--- config.mk ---
export PLATFORM = sky130hd
export DESIGN_NAME = msf_useq
export DESIGN_NICKNAME = d
export VERILOG_FILES = /design/src/hw/rtl/msf_pkg.sv /design/src/hw/rtl/msf_useq.sv
export SDC_FILE = /design/constraint.sdc
export NUM_CORES = 1
export LEC_CHECK = 0
export BUFFER_PORTS_ARGS = -buffer_cell sky130_fd_sc_hd__buf_2
export CORE_UTILIZATION = 30
export CTS_BUF_LIST = sky130_fd_sc_hd__clkbuf_16
export DETAILED_ROUTE_END_ITERATION = 7
export SYNTH_ARGS = -nofsm -noshare
export SYNTH_HDL_FRONTEND = slang
export SYNTH_SLANG_ARGS = --single-unit
--- constraint.sdc ---
create_clock -name i_clk -period 3.73 [get_ports i_clk]
set_clock_uncertainty 0.1 [all_clocks]
set_input_delay 0.5595 -clock i_clk [delete_from_list [all_inputs] [get_ports i_clk]]
set_output_delay 0.5595 -clock i_clk [all_outputs]
set_load 0.1 [all_outputs]
--- src/hw/rtl/msf_pkg.sv ---
`timescale 1ns / 1ps
// Shared types and constants for the Metropolis spin flip step block.
// Holds the microcode control word, result bundle and threshold bank types.
package msf_pkg;

    localparam int SIDE_DEFAULT = 64;

    localparam int KIND_W     = 2;
    localparam int COORD_IN_W = 6;
    localparam int COORD_IN_N = 1 << COORD_IN_W;
    localparam int CELL_W     = 2;
    localparam int DRAW_W     = 32;
    localparam int DIFF_W     = 2;
    localparam int THR_W      = 33;
    localparam int NUM_THR    = 8;
    localparam int THR_IDX_W  = $clog2(NUM_THR);
    localparam int STEP_W     = 3;

    localparam int SPIN_BIT  = 0;
    localparam int FIXED_BIT = 1;

    localparam logic [THR_W-1:0] THR_RESET = THR_W'(64'h1_0000_0000);

    typedef enum logic [KIND_W-1:0] {
        K_WRITE = 2'd0,
        K_READ  = 2'd1,
        K_FLIP  = 2'd2
    } t_kind;

    typedef enum logic [2:0] {
        A_IN,
        A_SITE,
        A_LEFT,
        A_RIGHT,
        A_THIRD
    } t_addr_sel;

    typedef enum logic [2:0] {
        CAP_NONE,
        CAP_WRITE,
        CAP_READ,
        CAP_SITE,
        CAP_NBR,
        CAP_DECIDE
    } t_cap;

    typedef enum logic [1:0] {
        J_GOTO,
        J_DISPATCH,
        J_EMIT
    } t_jmp;

    typedef struct packed {
        t_addr_sel         addr_sel;
        t_cap              cap;
        t_jmp              jmp;
        logic [STEP_W-1:0] target;
    } t_ctrl;

    typedef struct packed {
        logic              accept;
        logic [KIND_W-1:0] kind;
        logic              slot_free;
    } t_seq_flags;

    typedef struct packed {
        logic [CELL_W-1:0] cell_now;
        logic              accepted;
        logic              status;
        logic [DIFF_W-1:0] diff;
    } t_result;

    typedef logic [NUM_THR-1:0][THR_W-1:0] t_thr_bank;

endpackage

--- src/hw/rtl/msf_useq.sv ---
`timescale 1ns / 1ps
// Microcode sequencer: step counter, control word ROM and jump logic.
// Depends on msf_pkg.
module msf_useq (
    input  logic                i_clk,
    input  logic                i_rst_n,
    input  msf_pkg::t_seq_flags i_flags,
    output msf_pkg::t_ctrl      o_ctrl
);
    import msf_pkg::*;

    typedef enum logic [STEP_W-1:0] {
        S_IDLE,
        S_WR,
        S_RD,
        S_F1,
        S_F2,
        S_F3,
        S_F4,
        S_EMIT
    } t_step;

    t_step r_step;
    t_step n_step;
    t_ctrl ctrl;

    function automatic t_ctrl rom(input t_step step);
        t_ctrl w;
        unique case (step)
            S_IDLE: w = '{addr_sel: A_IN,    cap: CAP_NONE,   jmp: J_DISPATCH, target: S_IDLE};
            S_WR:   w = '{addr_sel: A_SITE,  cap: CAP_WRITE,  jmp: J_GOTO,     target: S_EMIT};
            S_RD:   w = '{addr_sel: A_SITE,  cap: CAP_READ,   jmp: J_GOTO,     target: S_EMIT};
            S_F1:   w = '{addr_sel: A_LEFT,  cap: CAP_SITE,   jmp: J_GOTO,     target: S_F2};
            S_F2:   w = '{addr_sel: A_RIGHT, cap: CAP_NBR,    jmp: J_GOTO,     target: S_F3};
            S_F3:   w = '{addr_sel: A_THIRD, cap: CAP_NBR,    jmp: J_GOTO,     target: S_F4};
            S_F4:   w = '{addr_sel: A_SITE,  cap: CAP_DECIDE, jmp: J_GOTO,     target: S_EMIT};
            S_EMIT: w = '{addr_sel: A_SITE,  cap: CAP_NONE,   jmp: J_EMIT,     target: S_IDLE};
        endcase
        return w;
    endfunction

    assign ctrl = rom(r_step);

    always_comb begin
        n_step = r_step;
        unique case (ctrl.jmp)
            J_GOTO: begin
                n_step = t_step'(ctrl.target);
            end
            J_DISPATCH: begin
                if (i_flags.accept) begin
                    unique case (t_kind'(i_flags.kind))
                        K_WRITE: n_step = S_WR;
                        K_FLIP:  n_step = S_F1;
                        K_READ:  n_step = S_RD;
                        default: n_step = S_RD;
                    endcase
                end
            end
            J_EMIT: begin
                if (i_flags.slot_free) begin
                    n_step = t_step'(ctrl.target);
                end
            end
            default: n_step = S_IDLE;
        endcase
    end

    always_ff @(posedge i_clk) begin
        if (!i_rst_n) begin
            r_step <= S_IDLE;
        end else begin
            r_step <= n_step;
        end
    end

    assign o_ctrl = ctrl;

endmodule

==> flow_metrics.tcl, run 1 <==
set metrics [dict create \
    outcome "complete, no violations" \
    hold_viol_final 0 \
    fill_cells 181 \
    cts.path.max_buffers 2 \
    syn2layout_area_growth_pct 33.0 \
    post_cts_buffers 0 \
    cap_violations 0 \
    max_slew_margin_pct 67.8 \
    yosys.area.top_type "dfxtp_1" \
    viasPerCell 4.53 \
    placed_cell_area_um2 677 \
    synth.area.top_cells "dfxtp_1 50%, ha_1 6.6%, inv_1 4.0%" \
    seq_area_frac_synth_pct 49.6 \
    worstSetupPathType "in2reg" \
    synth.avg_cell_area_um2 11.1 \
    grt_first_pass_wirelength_mm 1.75 \
    ant_nets 0 \
    coreArea_mm2 0.00175 \
    die_y_um 45.4 \
    grt.total_usage_pct 12.1 \
    routed_wl_mm 1.04 \
    cp_data_required_time_ns 3.75 \
    setup_tns_ns 0 \
    slew_viol_final 0 \
    r2r_slack_ns 1.78 \
    synthCells 51 \
    io_buffers 16 \
    place_hpwl_um 809 \
    drt_iter0_markers 4 \
    drive_above_1_share_pct 35.7 \
    fp.dieW_um 45.4 \
    antenna_cells 0 \
    post_drt_wl_per_cell_um 10.9 \
    htreeDepth 1 \
    ys_ff_latch 14 \
    final_area_um2 752 \
    numCtsBuffers 3 \
    yosysWarnings 0 \
    post_cts_resized 0 \
    synth-edff-count 0 \
    postCtsHoldBufs 0 \
    start_kind "input port" \
    period_minus_slack_ns 1.96 \
    worstPathArrival_ns 1.98 \
    initial_core_util_pct 32.4 \
    syn_nets 60 \
    netlist.area_leader.share_pct 49.6 \
    grt_pass1_vias 408 \
    drcViolationCount 0 \
    min_path_type "reg2reg" \
    grt-ovfl-total 0 \
    crit_fanout 5 \
    tritoncts "yes" \
    rows 15 \
    root_buffer "clkbuf_16" \
    antenna_found_initial 0 \
    fin_crit_sh_pct 52.4 \
    vias 430 \
    max_freq_ghz 0.511 \
    cts.clk_slew.worst_paths_ns 0.04 \
    endpoint_kind "flop" \
    clkLatencyLatePin_ns 0.24 \
    ios 17 \
    synth_area_um2 566 \
    fin_nets 81 \
    synthFlopType "dfxtp_1" \
    place_congestion 0.799 \
    synth_common_cells "14 x dfxtp_1, 6 x inv_1, 3 x ha_1, 3 x nor2_1, 3 x nor3_1" \
    grt_max_degree 8 \
    die-area_mm2 0.00206 \
    clock_sinks 14 \
    tightest_slew_ns 0.482 \
    drt_pass1_iterations 3 \
    finalSetupViolCount 0 \
    async_flop_share_pct 0 \
    rsz0062_at_grt "false" \
    synthMostInstantiatedCell "dfxtp_1" \
    yosysUniqueCellTypes 26 \
]
[layout by cell type (no fill, tap or decap), drive strengths merged, types with 2 or more instances in the layout]
cell    Yosys  routed
ha          3       3
a21oi       2       2
inv         8       8
dfxtp      14      14
buf         0      16
nor2        3       3
nor3        3       3
clkbuf      0       3
nand2       2       2
[per-layer routing]
| layer | GRT usage (%) | share of wire (%) | routed length [um] | vias to the layer above |
|---|---|---|---|---|
| met2 | 17.7 | 43 | 451 | 14 |
| met1 | 16.3 | 50 | 514 | 193 |
| met3 | 3.57 | 5.1 | 53 | 2 |
| li1 | - | - | - | 221 |
| met5 | 0 | 0 | 0 | - |
| met4 | 5.45 | 1.7 | 18 | 0 |
[layout make-up]
type	instances	area [um2]	share of cell area, %
flip-flops and latches	14	280	37.3
multi-input cells	29	250	33.3
well taps	25	31.3	4.16
clock buffers	3	75.1	9.98
repair buffers	16	80.1	10.6
inverters	8	35.0	4.66
[final timing paths]
| check | start | end | depth (start not counted) |
|---|---|---|---|
| hold / removal | r_step[2] | o_ctrl[0] | 2 |
| setup / recovery | i_flags[3] | o_ctrl[8] | 6 |
| hold reg to reg | r_step[2] | o_ctrl[0] | 2 |
| setup reg to reg | o_ctrl[3] | o_ctrl[8] | 6 |
[cells by family (layout without fill, tap and decap cells)]
group                      after synthesis  count (layout)  share of synthesized area [%]
buffers and inverters                    8              27                           6.19
adders and majority gates                3               3                           6.64
DFF                                     14              14                           49.6
muxes                                    1               1                           1.77
and+or+nand+nor                         12              12                           12.4
AOI/OAI and AO/OA                       13              13                           23.5
[metrics by stage]
step | util [%] | worst slack [ns] | instances | hold WS, ns
after floorplan | - | 1.26 | 51 | 0.449
after global placement | 38.8 | 1.58 | 92 | 0.486
after detailed placement | 38.8 | 1.55 | 92 | 0.486
final | 43.1 | 1.77 | 95 | 0.487
after CTS | 43.1 | 1.78 | 95 | 0.491
after global routing | 43.1 | 1.65 | 95 | 0.522
[sequential cells by signal, summed over array words and instances, names as in the netlist]
register,flops
o_ctrl,11
r_step,3
[worst max-delay path, stage by stage]
cell and delay (ns):
buf_2 0.12, or4b_1 0.49, o311ai_1 0.11, o21bai_4 0.23
ha_1 0.30, o32a_1 0.16
Power of run 1 is not shown: default switching activity piles up to over one toggle a cycle in this logic, so the estimate is an artifact.
==> run 2: changes to the inputs <==
==> constraint.sdc (replaced) <==
create_clock -name i_clk -period 2.05 [get_ports i_clk]
set_clock_uncertainty 0.1 [all_clocks]
set_input_delay 0.3075 -clock i_clk [delete_from_list [all_inputs] [get_ports i_clk]]
set_output_delay 0.3075 -clock i_clk [all_outputs]
set_load 0.1 [all_outputs]
==> run 2 against run 1 <==
  * Wire length grew 1.7%
  * Utilization up 0.57 points
  * Critical path depth unchanged
  * Largest cell class unchanged
  * Register-to-register slack got worse by 1.6 ns
  * Sequential cell count stayed put
  * Die area stayed put
  * Global-route usage up 1.3 points
  * Count of clock-buffer cells in the layout stayed put
==> flow_metrics.tcl, run 2 (synthesized netlist as in run 1, its figures left out) <==
set metrics [dict create \
    place_congestion 0.753 \
    ant_nets 0 \
    hold_viol_final 0 \
    slowest_stage "dfxtp_4" \
    path_buf_inv 0 \
    post_cts_resized 0 \
    clkLatencyLatePin_ns 0.24 \
    drcViolationCount 0 \
    rows 15 \
    die_y_um 45.4 \
    outcome "complete, no violations" \
    critical_path.max_stage_delay_ns 0.37 \
    drt_iter0_markers 3 \
    period_minus_slack_ns 1.86 \
    tightest_slew_ns 0.491 \
    crit_family "compound AO/OA/AOI/OAI gates" \
    io_buffers 16 \
    grt_pass1_vias 380 \
    final_area_um2 762 \
    post_drt_wl_per_cell_um 11.0 \
    vias 427 \
    antenna_cells 0 \
    crit_fanout 7 \
    syn2layout_area_growth_pct 34.7 \
    max_freq_ghz 0.539 \
    grt_max_degree 9 \
    numCtsBuffers 3 \
    drt_pass1_iterations 2 \
    fin_nets 81 \
    rsz0062_at_grt "false" \
    worstPathArrival_ns 1.89 \
    routed_wl_mm 1.06 \
    mostFrequentLayoutCells "16 x buf_2, 11 x dfxtp_1, 6 x inv_1" \
    root_buffer "clkbuf_16" \
    post_cts_buffers 0 \
    cap_violations 0 \
    ios 17 \
    htreeDepth 1 \
    cts.path.max_buffers 2 \
    grt.total_usage_pct 13.3 \
    min_path_type "in2reg" \
    final_common_cell "buf_2" \
    postCtsHoldBufs 0 \
    drive_above_1_share_pct 39.4 \
    grt_first_pass_wirelength_mm 1.77 \
    clock_sinks 14 \
    coreArea_mm2 0.00175 \
    finalSetupViolCount 0 \
    grt-ovfl-total 0 \
    die-area_mm2 0.00206 \
    antenna_found_initial 0 \
    initial_core_util_pct 32.4 \
    cts.clk_slew.worst_paths_ns 0.05 \
    tritoncts "yes" \
    placed_cell_area_um2 683 \
    path_cells "or2b_1 -> o22ai_2 -> o2bb2a_4 -> nand2_4 -> ha_1 -> o32a_1" \
    viasPerCell 4.45 \
    cp_data_required_time_ns 2.08 \
    setup_tns_ns 0 \
    endpoint_kind "flop" \
    max_slew_margin_pct 67.3 \
    slew_viol_final 0 \
    fin_crit_sh_pct 90.6 \
    worstSetupPathType "reg2reg" \
    fp.dieW_um 45.4 \
    start_kind "flop" \
    place_hpwl_um 777 \
    largest_reg_flops 11 \
]
==> run 2: through the flow <==
stage	utilization (%)	cells	worst slack [ns]	hold WS, ns
finish	43.7	96	0.193	0.262
global route	43.7	96	0.103	0.286
CTS	43.7	96	0.184	0.262
detailed placement	39.1	92	0.130	0.471
global placement	39.1	92	0.150	0.475
floorplan	-	51	0.000607	0.326
==> run 2: cell type report <==
| class | count | area (um2) |
|---|---|---|
| multi-input cells | 29 | 250 |
| fillers | 167 | 983 |
| well taps | 25 | 31.3 |
| clock inverters | 1 | 3.75 |
| inverters | 8 | 35.0 |
| flip-flops and latches | 14 | 287 |
| clock buffers | 3 | 75.1 |
| repair buffers | 16 | 80.1 |
==> run 2: path summary, 6_finish.rpt <==
path | from | to | slack [ns] | cells after the start
max | o_ctrl[3] | o_ctrl[8] | 0.19 | 6
min | i_rst_n | r_step[0] | 0.26 | 3
max reg2reg | o_ctrl[3] | o_ctrl[8] | 0.19 | 6
min reg2reg | r_step[2] | o_ctrl[0] | 0.48 | 2
==> run 2: per-layer routing <==
| layer | routed length, um | track usage [%] | part of all wire (%) |
|---|---|---|---|
| met5 | 0 | 0 | 0 |
| met1 | 505 | 15.3 | 48 |
| met3 | 82 | 6.35 | 7.8 |
| met2 | 433 | 17.7 | 41 |
| met4 | 34 | 12.7 | 3.2 |
==> run 2: worst reg2reg max path, delay by kind of cell, from the launching register on <==
kind	cells	cell delay [ns]
adders and majority gates	1	0.26
DFF	1	0.37
AOI/OAI and AO/OA	3	0.64
and+or+nand+nor	2	0.37
Power of run 2 is left out for the same reason.
